**config.mk**
```make
export PLATFORM = sky130hd
export DESIGN_NAME = sprite_line_scan_select_sort
export DESIGN_NICKNAME = d
export VERILOG_FILES = /design/src/slsss_pkg.sv /design/src/slsss_store.sv /design/src/slsss_cell.sv /design/src/sprite_line_scan_select_sort.sv
export SDC_FILE = /design/constraint.sdc
export NUM_CORES = 2
export LEC_CHECK = 0
export ABC_AREA = 1
export BUFFER_PORTS_ARGS = -buffer_cell sky130_fd_sc_hd__buf_2
export CORE_AREA = 4 4 385 387
export DETAILED_ROUTE_END_ITERATION = 8
export DIE_AREA = 0 0 389 391
export MAX_ROUTING_LAYER = met4
export PLACE_DENSITY = 0.67
export SLEW_MARGIN = 20
export SYNTH_ARGS = -nofsm -noshare
export SYNTH_HDL_FRONTEND = slang
export SYNTH_HIERARCHICAL = 1
export SYNTH_SLANG_ARGS = --single-unit
```
**constraint.sdc**
```tcl
create_clock -name clk -period 6.85 [get_ports clk]
set_input_delay 0.685 -clock clk [delete_from_list [all_inputs] [get_ports clk]]
set_output_delay 0.685 -clock clk [all_outputs]
set_load 0.05 [all_outputs]
```
**src/slsss_pkg.sv**
```systemverilog
// package for the sprite line scan, select and sort block
// holds command codes, store lane codes, sprite entry and result types
// and the controller state type; no dependencies

package slsss_pkg;

	// command codes of an input transaction
	typedef enum logic [1:0] {
		CMD_WRITE  = 2'd0,
		CMD_READ   = 2'd1,
		CMD_SCAN   = 2'd2,
		CMD_UNUSED = 2'd3
	} cmd_t;

	// byte lanes of one sprite in the store
	localparam logic [1:0] LANE_Y    = 2'd0;
	localparam logic [1:0] LANE_X    = 2'd1;
	localparam logic [1:0] LANE_TILE = 2'd2;
	localparam logic [1:0] LANE_ATTR = 2'd3;

	// configuration register indexes
	localparam logic CFG_COLOR_MODE   = 1'b0;
	localparam logic CFG_TALL_SPRITES = 1'b1;

	// fixed geometry and masks
	localparam int          SPRITE_IDX_W   = 6;
	localparam logic [9:0]  Y_OFFSET       = 10'd16;
	localparam logic [8:0]  HEIGHT_SHORT   = 9'd8;
	localparam logic [8:0]  HEIGHT_TALL    = 9'd16;
	localparam logic [7:0]  ATTR_MASK_MONO = 8'hF0;

	// four bytes of one sprite as read from the store
	typedef struct packed {
		logic [7:0] y;
		logic [7:0] x;
		logic [7:0] tile;
		logic [7:0] attr;
	} sprite_bytes_t;

	// one picked sprite held in a cell of the sort chain
	typedef struct packed {
		logic [SPRITE_IDX_W-1:0] idx;
		sprite_bytes_t           b;
	} sprite_ent_t;

	// control broadcast to every cell of the chain
	typedef struct packed {
		logic insert;
		logic shift;
		logic sort_en;
	} cell_ctl_t;

	// one result transaction
	typedef struct packed {
		logic [7:0]              read_data;
		logic                    found;
		logic [SPRITE_IDX_W-1:0] sprite_index;
		logic [7:0]              pos_x;
		logic [7:0]              pos_y;
		logic [7:0]              tile_number;
		logic [7:0]              attr_bits;
		logic [3:0]              palette_index;
		logic                    last;
	} result_t;

	// controller states
	typedef enum logic [1:0] {
		ST_IDLE  = 2'd0,
		ST_READ  = 2'd1,
		ST_SCAN  = 2'd2,
		ST_DRAIN = 2'd3
	} state_t;

endpackage

```
**src/slsss_store.sv**
```systemverilog
// object attribute store: four byte-lane memories, one sprite per entry
// single write port, one registered read of a whole sprite per cycle
// depends on slsss_pkg

module slsss_store #(
	parameter int SPRITE_COUNT = 40,
	parameter int IDX_W        = 6
) (
	input  logic                   clk,
	input  logic                   we,
	input  logic [1:0]             wlane,
	input  logic [IDX_W-1:0]       waddr,
	input  logic [7:0]             wdata,
	input  logic [IDX_W-1:0]       raddr,
	output slsss_pkg::sprite_bytes_t rdata
);

	logic [7:0] lane_rd [4];

	// one memory per byte lane, each with its own registered read
	for (genvar k = 0; k < 4; k++) begin : g_lane
		logic [7:0] mem [SPRITE_COUNT];
		logic [7:0] rd_q;

		always_ff @(posedge clk) begin
			if (we && wlane == 2'(k)) begin
				mem[waddr] <= wdata;
			end
			rd_q <= mem[raddr];
		end

		assign lane_rd[k] = rd_q;
	end

	// lanes to sprite fields
	assign rdata.y    = lane_rd[slsss_pkg::LANE_Y];
	assign rdata.x    = lane_rd[slsss_pkg::LANE_X];
	assign rdata.tile = lane_rd[slsss_pkg::LANE_TILE];
	assign rdata.attr = lane_rd[slsss_pkg::LANE_ATTR];

endmodule

```
**src/slsss_cell.sv**
```systemverilog
// one cell of the insertion sort chain: holds one picked sprite
// takes the new pick, its upper neighbour's entry or its lower neighbour's entry
// depends on slsss_pkg

module slsss_cell (
	input  logic                   clk,
	input  logic                   arst_n,
	input  slsss_pkg::cell_ctl_t   ctl,
	input  slsss_pkg::sprite_ent_t new_ent,
	input  logic                   prev_valid,
	input  slsss_pkg::sprite_ent_t prev_ent,
	input  logic                   prev_disp,
	input  logic                   next_valid,
	input  slsss_pkg::sprite_ent_t next_ent,
	output logic                   valid,
	output slsss_pkg::sprite_ent_t ent,
	output logic                   disp
);

	logic                   valid_q;
	slsss_pkg::sprite_ent_t ent_q;

	// new pick lands here or above: empty cell, or strictly smaller x when sorting
	assign disp = ctl.insert &&
		(!valid_q || (ctl.sort_en && (new_ent.b.x < ent_q.b.x)));

	// valid bit
	always_ff @(posedge clk or negedge arst_n) begin
		if (!arst_n) begin
			valid_q <= 1'b0;
		end else if (ctl.shift) begin
			valid_q <= next_valid;
		end else if (prev_disp) begin
			valid_q <= prev_valid;
		end else if (disp) begin
			valid_q <= 1'b1;
		end
	end

	// payload
	always_ff @(posedge clk) begin
		if (ctl.shift) begin
			ent_q <= next_ent;
		end else if (prev_disp) begin
			ent_q <= prev_ent;
		end else if (disp) begin
			ent_q <= new_ent;
		end
	end

	assign valid = valid_q;
	assign ent   = ent_q;

endmodule

```
**src/sprite_line_scan_select_sort.sv**
```systemverilog
// top level of the sprite line scan, select and sort block
// controller, scan pipeline, sort chain and output register
// depends on slsss_pkg, slsss_store, slsss_cell

// A write, or an unused command, has its result registered at the edge that
// accepts it; a read first goes through the registered store read and is
// loaded into the output register from ST_READ once that register is free. A
// scan reads one sprite per cycle through the store's single read port, then
// drains the chain at one result per cycle while out_stall is low. Picks enter
// the chain of MAX_PER_LINE cells as they are found; with color mode off each
// cell compares x with the new pick, so the picks are already in x order when
// the scan ends, and in color mode they stay in scan order. The next
// transaction is accepted once the last result of the current one sits in the
// output register and that register is empty or handing its result over in the
// same cycle; a stalled result holds off the input.

module sprite_line_scan_select_sort #(
	parameter int SPRITE_COUNT = 40,
	parameter int MAX_PER_LINE = 10
) (
	input  logic       clk,
	input  logic       arst_n,
	// configuration
	input  logic       cfg_write,
	input  logic       cfg_index,
	input  logic       cfg_data,
	// input channel
	input  logic       in_valid,
	output logic       in_stall,
	input  logic [1:0] cmd,
	input  logic [7:0] byte_offset,
	input  logic [7:0] write_value,
	input  logic [7:0] line_number,
	// output channel
	output logic       out_valid,
	input  logic       out_stall,
	output logic [7:0] read_data,
	output logic       found,
	output logic [5:0] sprite_index,
	output logic [7:0] pos_x,
	output logic [7:0] pos_y,
	output logic [7:0] tile_number,
	output logic [7:0] attr_bits,
	output logic [3:0] palette_index,
	output logic       last
);

	localparam int IDX_W   = (SPRITE_COUNT > 1) ? $clog2(SPRITE_COUNT) : 1;
	localparam int CNT_W   = $clog2(SPRITE_COUNT + 1);
	localparam int PCK_W   = $clog2(MAX_PER_LINE + 1);
	localparam int STORE_N = SPRITE_COUNT * 4;

	// configuration registers
	logic color_q;
	logic tall_q;

	// controller
	slsss_pkg::state_t state_q;
	slsss_pkg::state_t state_d;
	logic              accept;
	logic              out_free;
	logic              in_range;
	logic [CNT_W-1:0]  scan_q;
	logic              issue;
	logic              scan_done;
	logic [7:0]        line_q;
	logic [1:0]        rd_lane_q;
	logic              rd_oob_q;
	logic [PCK_W-1:0]  count_q;

	// store access
	logic                     st_we;
	logic [IDX_W-1:0]         st_raddr;
	slsss_pkg::sprite_bytes_t st_rdata;

	// scan pipeline
	logic                  valid_s1;
	logic [IDX_W-1:0]      idx_s1;
	logic [9:0]            diff_s1;
	logic [8:0]            height;
	logic                  hit_s1;
	logic                  hit_s2;
	slsss_pkg::sprite_ent_t ent_s2;

	// sort chain
	slsss_pkg::cell_ctl_t   cell_ctl;
	logic [MAX_PER_LINE-1:0] cell_valid;
	logic [MAX_PER_LINE-1:0] cell_disp;
	slsss_pkg::sprite_ent_t  cell_ent [MAX_PER_LINE];
	logic                    head_last;

	// output register
	logic               out_load;
	slsss_pkg::result_t res_d;
	slsss_pkg::result_t res_q;
	logic               out_valid_q;
	logic [7:0]         attr_m;
	logic [7:0]         rd_byte;

	// configuration writes
	always_ff @(posedge clk or negedge arst_n) begin
		if (!arst_n) begin
			color_q <= 1'b0;
			tall_q  <= 1'b0;
		end else if (cfg_write) begin
			case (cfg_index)
				slsss_pkg::CFG_COLOR_MODE:   color_q <= cfg_data;
				slsss_pkg::CFG_TALL_SPRITES: tall_q  <= cfg_data;
				default: ;
			endcase
		end
	end

	// handshake and scan bookkeeping
	assign out_free  = !out_valid_q || !out_stall;
	assign in_stall  = (state_q != slsss_pkg::ST_IDLE) || !out_free;
	assign accept    = in_valid && !in_stall;
	assign in_range  = {1'b0, byte_offset} < 9'(STORE_N);
	assign issue     = (state_q == slsss_pkg::ST_SCAN) && (scan_q < CNT_W'(SPRITE_COUNT));
	assign scan_done = (state_q == slsss_pkg::ST_SCAN) && !issue && !valid_s1 && !hit_s2;
	assign head_last = (MAX_PER_LINE == 1) ? 1'b1 : !cell_valid[(MAX_PER_LINE > 1) ? 1 : 0];

	// next state
	always_comb begin
		state_d = state_q;
		case (state_q)
			slsss_pkg::ST_IDLE: begin
				if (accept && cmd == slsss_pkg::CMD_READ) begin
					state_d = slsss_pkg::ST_READ;
				end else if (accept && cmd == slsss_pkg::CMD_SCAN) begin
					state_d = slsss_pkg::ST_SCAN;
				end
			end
			slsss_pkg::ST_READ: begin
				if (out_free) begin
					state_d = slsss_pkg::ST_IDLE;
				end
			end
			slsss_pkg::ST_SCAN: begin
				if (scan_done) begin
					state_d = slsss_pkg::ST_DRAIN;
				end
			end
			slsss_pkg::ST_DRAIN: begin
				if (out_free && (!cell_valid[0] || head_last)) begin
					state_d = slsss_pkg::ST_IDLE;
				end
			end
			default: state_d = slsss_pkg::ST_IDLE;
		endcase
	end

	always_ff @(posedge clk or negedge arst_n) begin
		if (!arst_n) begin
			state_q <= slsss_pkg::ST_IDLE;
		end else begin
			state_q <= state_d;
		end
	end

	// byte selected by a read
	always_comb begin
		case (rd_lane_q)
			slsss_pkg::LANE_Y:    rd_byte = st_rdata.y;
			slsss_pkg::LANE_X:    rd_byte = st_rdata.x;
			slsss_pkg::LANE_TILE: rd_byte = st_rdata.tile;
			default:              rd_byte = st_rdata.attr;
		endcase
	end

	// mode mask on the head entry's attributes
	assign attr_m = color_q ? cell_ent[0].b.attr
		: (cell_ent[0].b.attr & slsss_pkg::ATTR_MASK_MONO);

	// controller outputs: store addressing, chain control, result assembly
	always_comb begin
		st_we            = 1'b0;
		st_raddr         = scan_q[IDX_W-1:0];
		cell_ctl.insert  = hit_s2 && (count_q < PCK_W'(MAX_PER_LINE));
		cell_ctl.shift   = 1'b0;
		cell_ctl.sort_en = !color_q;
		out_load         = 1'b0;
		res_d            = '0;
		res_d.last       = 1'b1;
		case (state_q)
			slsss_pkg::ST_IDLE: begin
				st_raddr = IDX_W'(byte_offset[7:2]);
				st_we    = accept && (cmd == slsss_pkg::CMD_WRITE) && in_range;
				out_load = accept && (cmd != slsss_pkg::CMD_READ)
					&& (cmd != slsss_pkg::CMD_SCAN);
			end
			slsss_pkg::ST_READ: begin
				out_load        = out_free;
				res_d.read_data = rd_oob_q ? 8'd0 : rd_byte;
			end
			slsss_pkg::ST_SCAN: begin
				out_load = 1'b0;
			end
			slsss_pkg::ST_DRAIN: begin
				out_load       = out_free;
				cell_ctl.shift = out_free && cell_valid[0];
				if (cell_valid[0]) begin
					res_d.found         = 1'b1;
					res_d.sprite_index  = cell_ent[0].idx;
					res_d.pos_x         = cell_ent[0].b.x;
					res_d.pos_y         = cell_ent[0].b.y;
					res_d.tile_number   = cell_ent[0].b.tile;
					res_d.attr_bits     = attr_m;
					res_d.palette_index = color_q ? {1'b1, attr_m[2:0]} : {3'b000, attr_m[4]};
					res_d.last          = head_last;
				end
			end
			default: ;
		endcase
	end

	// per-transaction registers
	always_ff @(posedge clk or negedge arst_n) begin
		if (!arst_n) begin
			scan_q  <= '0;
			count_q <= '0;
		end else begin
			if (accept) begin
				scan_q  <= '0;
				count_q <= '0;
			end else begin
				if (issue) begin
					scan_q <= scan_q + CNT_W'(1);
				end
				if (cell_ctl.insert) begin
					count_q <= count_q + PCK_W'(1);
				end
			end
		end
	end

	always_ff @(posedge clk) begin
		if (accept) begin
			line_q    <= line_number;
			rd_lane_q <= byte_offset[1:0];
			rd_oob_q  <= !in_range;
		end
	end

	slsss_store #(
		.SPRITE_COUNT(SPRITE_COUNT),
		.IDX_W       (IDX_W)
	) u_store (
		.clk  (clk),
		.we   (st_we),
		.wlane(byte_offset[1:0]),
		.waddr(IDX_W'(byte_offset[7:2])),
		.wdata(write_value),
		.raddr(st_raddr),
		.rdata(st_rdata)
	);

	// stage 1: store data back, line coverage test
	assign height  = tall_q ? slsss_pkg::HEIGHT_TALL : slsss_pkg::HEIGHT_SHORT;
	assign diff_s1 = {2'b00, line_q} + slsss_pkg::Y_OFFSET - {2'b00, st_rdata.y};
	assign hit_s1  = valid_s1 && !diff_s1[9] && (diff_s1[8:0] < height);

	always_ff @(posedge clk or negedge arst_n) begin
		if (!arst_n) begin
			valid_s1 <= 1'b0;
			hit_s2   <= 1'b0;
		end else begin
			valid_s1 <= issue;
			hit_s2   <= hit_s1;
		end
	end

	// stage 2: pick waiting for insertion
	always_ff @(posedge clk) begin
		idx_s1     <= scan_q[IDX_W-1:0];
		ent_s2.idx <= slsss_pkg::SPRITE_IDX_W'(idx_s1);
		ent_s2.b   <= st_rdata;
	end

	// chain of sort cells, cell 0 holds the next result
	for (genvar i = 0; i < MAX_PER_LINE; i++) begin : g_cell
		logic                   p_valid;
		slsss_pkg::sprite_ent_t p_ent;
		logic                   p_disp;
		logic                   n_valid;
		slsss_pkg::sprite_ent_t n_ent;

		if (i == 0) begin : g_top
			assign p_valid = 1'b0;
			assign p_ent   = '0;
			assign p_disp  = 1'b0;
		end else begin : g_mid
			assign p_valid = cell_valid[i-1];
			assign p_ent   = cell_ent[i-1];
			assign p_disp  = cell_disp[i-1];
		end

		if (i == MAX_PER_LINE - 1) begin : g_end
			assign n_valid = 1'b0;
			assign n_ent   = '0;
		end else begin : g_inner
			assign n_valid = cell_valid[i+1];
			assign n_ent   = cell_ent[i+1];
		end

		slsss_cell u_cell (
			.clk       (clk),
			.arst_n    (arst_n),
			.ctl       (cell_ctl),
			.new_ent   (ent_s2),
			.prev_valid(p_valid),
			.prev_ent  (p_ent),
			.prev_disp (p_disp),
			.next_valid(n_valid),
			.next_ent  (n_ent),
			.valid     (cell_valid[i]),
			.ent       (cell_ent[i]),
			.disp      (cell_disp[i])
		);
	end

	// output register
	always_ff @(posedge clk or negedge arst_n) begin
		if (!arst_n) begin
			out_valid_q <= 1'b0;
		end else if (out_load) begin
			out_valid_q <= 1'b1;
		end else if (!out_stall) begin
			out_valid_q <= 1'b0;
		end
	end

	always_ff @(posedge clk) begin
		if (out_load) begin
			res_q <= res_d;
		end
	end

	assign out_valid     = out_valid_q;
	assign read_data     = res_q.read_data;
	assign found         = res_q.found;
	assign sprite_index  = res_q.sprite_index;
	assign pos_x         = res_q.pos_x;
	assign pos_y         = res_q.pos_y;
	assign tile_number   = res_q.tile_number;
	assign attr_bits     = res_q.attr_bits;
	assign palette_index = res_q.palette_index;
	assign last          = res_q.last;

	// the pick count never passes the chain length
	assert property (@(posedge clk) disable iff (!arst_n)
		count_q <= PCK_W'(MAX_PER_LINE))
		else $error("pick count beyond chain length");

	// an insertion never pushes a pick off the end of the chain
	assert property (@(posedge clk) disable iff (!arst_n)
		cell_ctl.insert |-> !cell_valid[MAX_PER_LINE-1])
		else $error("insertion into a full chain");

	// an empty cell 0 means the whole chain is empty
	assert property (@(posedge clk) disable iff (!arst_n)
		!cell_valid[0] |-> (cell_valid == '0))
		else $error("gap at the head of the chain");

	// an accepted scan starts with an empty pick count and an empty chain
	assert property (@(posedge clk) disable iff (!arst_n)
		(accept && cmd == slsss_pkg::CMD_SCAN) |=>
		(state_q == slsss_pkg::ST_SCAN && count_q == '0 && cell_valid == '0))
		else $error("scan started with stale picks");

endmodule
```
==> results by group <==
Pwr
  • Net load switching power: 15,000 uW
  • Worst IR Drop VDD: around 0.00050 V
  • Fraction of power spent switching nets: 39.2%
  • Clock power share: 27.1%
  • Combinational share of power: between 30% and 40%
  • Int Power: around 23,000 uW
  • Sequential cell fraction of total power: 38.6%
  • Leakage power summed over all cells: 0.0323 uW
  • Power per unit of standard cell area: roughly 440 nW/um^2

Die
  • Die Ht: 391 um
  • Initial Utilization: 54.6%
  • Number of primary I/O pins: 87
  • Std-Cell Core Area: around 140,000 um^2
  • Die Outline Area: roughly 150,000 um^2
  • Standard-cell row count: 140
  • Horiz. Die Dim: between 300 and 400 um

Hold path
  • Hold/Removal Path Class: primary input to flop
  • Worst Hold Endpoint: line_q[3]
  • Worst min-delay path startpoint: line_number[3]
  • Worst Hold Path Cells: 1

STA
  • Fin. Hold Viols: 0
  • Setup total negative slack: 0 ns
  • Post-route fraction of the period consumed by the critical path: 66.2%
  • Min Tclk post-route: approximately 4.5 ns
  • Finish-stage setup viols: 0
  • Fmax: 221 MHz
  • Slew of the pin with the lowest slew margin: 1.20 ns
  • Max-Slew Margin vs Limit: 19.3%
  • Final-report max-slew violation count: 0
  • Setup repair after global routing missed its margin: no
  • Setup clock skew after layout: around 0.035 ns

Clock network
  • Clock slew at the register clock pins of the worst setup and hold paths: 0.06 ns
  • Count of hold buffers inserted by post-cts repair: 1
  • CTS tree: yes
  • Number of cells upsized or downsized after cts: 0
  • Clock tree root driver cell: sky130_fd_sc_hd__clkbuf_16
  • Number of buffers between clock root and the deepest sink: 3
  • Clock H-tree levels: 4
  • Post-CTS Setup Repair Bufs: 0
  • Clock tree sinks: about 1,800
  • TritonCTS Buffers: 185
  • Clock Latency Late Sink: 0.82 ns

Critical path
  • Top fanout value on the critical path: 200
  • Worst setup path start: state_q[1]
  • Crit start category: flop
  • Slowest CP cell: sky130_fd_sc_hd__buf_4
  • CP peak stage delay: 0.90 ns
  • Crit-path cells: nor2_4 > o21ai_4 > inv_16 > buf_16 > buf_4 > nand2_1 > nand3_1 > nand3_1 > nand2_1 > nand2_1 > nand3_1 > nand3_1 > nand2_1
  • Endpoint of the worst register-to-register path: u_store/g_lane[0].rd_q[4]
  • Number of cells on the worst reg-to-reg path: 13
  • Critical path's top delay family: simple AND/OR/NAND/NOR gates
  • Reg-to-reg slack, setup: 2.32 ns
  • Kind of end point of the critical path: flop
  • Worst r2r src: state_q[1]
  • Req. time, crit path: 7.57 ns
  • Critical path buffers and inverters: 3
  • Path type of the worst setup path: flop to flop
  • Critical Path AT: 5.26 ns

Route
  • DR DRC count: 0
  • First-pass DRT Iterations: 7
  • Post-DR wirelength/cell: about 24 um
  • Sum of met2 wire segment lengths after detailed routing: 110,000 um
  • Via count normalized by instance count: around 6
  • Highest routed metal layer: met4
  • Number of vias in the routed layout: 56,500
  • Met3 WL post-DR: 18,900 um
  • DRT Wirelength: between 200,000 and 250,000 um
  • Routed length on met1: between 80,000 and 90,000 um
  • Number of DRC markers in iteration 0: 6,886
  • Post-DRT Antenna Nets: 0

Placed design
  • GPL Wtd Cong: ~0.95
  • Area post-placement: 80,700 um^2
  • Post-DP HPWL: 138,000 um
  • Port buffer count: 86

Synthesis
  • Mapped cell area: between 70,000 and 80,000 um^2
  • Number of synthesis warnings: 6
  • Post-synthesis average cell area: 10.8 um^2
  • Synthesized instance count: 7,355

Finish
  • Area Overhead vs Synth: 10.1%
  • Area of the multi-input gates: 22,300 um^2
  • Layout net count: 7,447
  • Most common library cell in the layout ignoring fill and taps: sky130_fd_sc_hd__nand2_1
  • Final cell area excluding filler cells: 87,100 um^2
  • Count of filler cells inserted in the layout: around 12,000
  • Ratio of cells with drive above 1 in the final layout: between 6 and 7%
  • Most frequent cells in the layout: 2,344 x sky130_fd_sc_hd__nand2_1, 1,723 x sky130_fd_sc_hd__edfxtp_1, 1,638 x sky130_fd_sc_hd__nand3_1
  • Area occupied by registers: between 50,000 and 60,000 um^2

Global routing
  • Antenna violations before repair: 10
  • Number of global-route vias before repair: 54,500
  • Total routing resource utilization after global routing: 30.2%
  • Pin count of the biggest net entering global routing: 268
  • Total overflow reported by the global router: 0
  • Global-route wire length before repair: 339,000 um

Outcome
  • Result of the run: finished clean

Run
  • # Max-Cap Violations: 0
[final cells by class]
type                       count  share of cell area, %
clock inverter               107                   1.37
antenna                        8                 0.0230
sequential                  1826                   61.9
clock buffer                 241                   5.81
multi-input combinational   4905                   25.6
inverter                     247                   1.10
tap                         1917                   2.75
timing repair buffer         162                   1.39
[worst reg2reg max path, stage by stage, from the launching register on]
cell and delay, ns:
sky130_fd_sc_hd__dfrtp_1 0.52, sky130_fd_sc_hd__nor2_4 0.50, sky130_fd_sc_hd__o21ai_4 0.23, sky130_fd_sc_hd__inv_16 0.25
sky130_fd_sc_hd__buf_16 0.59, sky130_fd_sc_hd__buf_4 1.15, sky130_fd_sc_hd__nand2_1 0.15, sky130_fd_sc_hd__nand3_1 0.12
sky130_fd_sc_hd__nand3_1 0.16, sky130_fd_sc_hd__nand2_1 0.15, sky130_fd_sc_hd__nand2_1 0.12, sky130_fd_sc_hd__nand3_1 0.16
sky130_fd_sc_hd__nand3_1 0.23, sky130_fd_sc_hd__nand2_1 0.13
[per-stage QoR]
stage | worst slack (ns) | utilization (%) | instances | power [uW] | hold WS, ns
floorplan | 1.71 | - | 7436 | 23500 | 0.310
global placement | 2.56 | 55.7 | 9054 | 27500 | 0.314
detailed placement | 2.66 | 55.7 | 9054 | 27700 | 0.316
CTS | 2.66 | 60.1 | 9403 | 38100 | 0.00138
global route | 2.07 | 60.1 | 9412 | 40200 | 0.0196
finish | 2.32 | 60.1 | 9413 | 38200 | 0.0526
[flip-flops by register name, summed over array words and instances, names as in the netlist, 8 cells and up]
signal	count
ent_s2	38
g_cell.u_cell/ent	380
read_data	8
line_q	8
attr_bits	8
pos_y	8
pos_x	8
tile_number	8
u_store/g_lane.mem	1280
u_store/g_lane.rd_q	32
g_cell.u_cell/valid	10
[metal layers]
layer / vias to the layer above / GRT usage, %
met5: - / -
met4: 0 / 13.1
met3: 533 / 4.53
met2: 2901 / 48.7
met1: 27600 / 38.5
li1: 25500 / -
[power by group through the flow]
stage	combinational (uW)	sequential (uW)	clock, uW
finish	13100	14800	10400
global route	14400	14800	11000
CTS	12800	14700	10500
detailed placement	12800	15000	0
global placement	12600	15000	0
floorplan	8870	14700	0
[worst max-delay path by stage]
| stage | endpoint | slack [ns] | cells after the start |
|---|---|---|---|
| after global placement | u_store/g_lane[1].rd_q[5] | 2.56 | 14 |
| final | u_store/g_lane[0].rd_q[4] | 2.32 | 13 |
| after floorplan | attr_bits[0] | 1.71 | 3 |
| after global routing | u_store/g_lane[2].rd_q[2] | 2.07 | 13 |
| after detailed placement | u_store/g_lane[1].rd_q[4] | 2.66 | 14 |
| after CTS | u_store/g_lane[0].rd_q[4] | 2.66 | 12 |
Power figures use the tool's default switching activity.
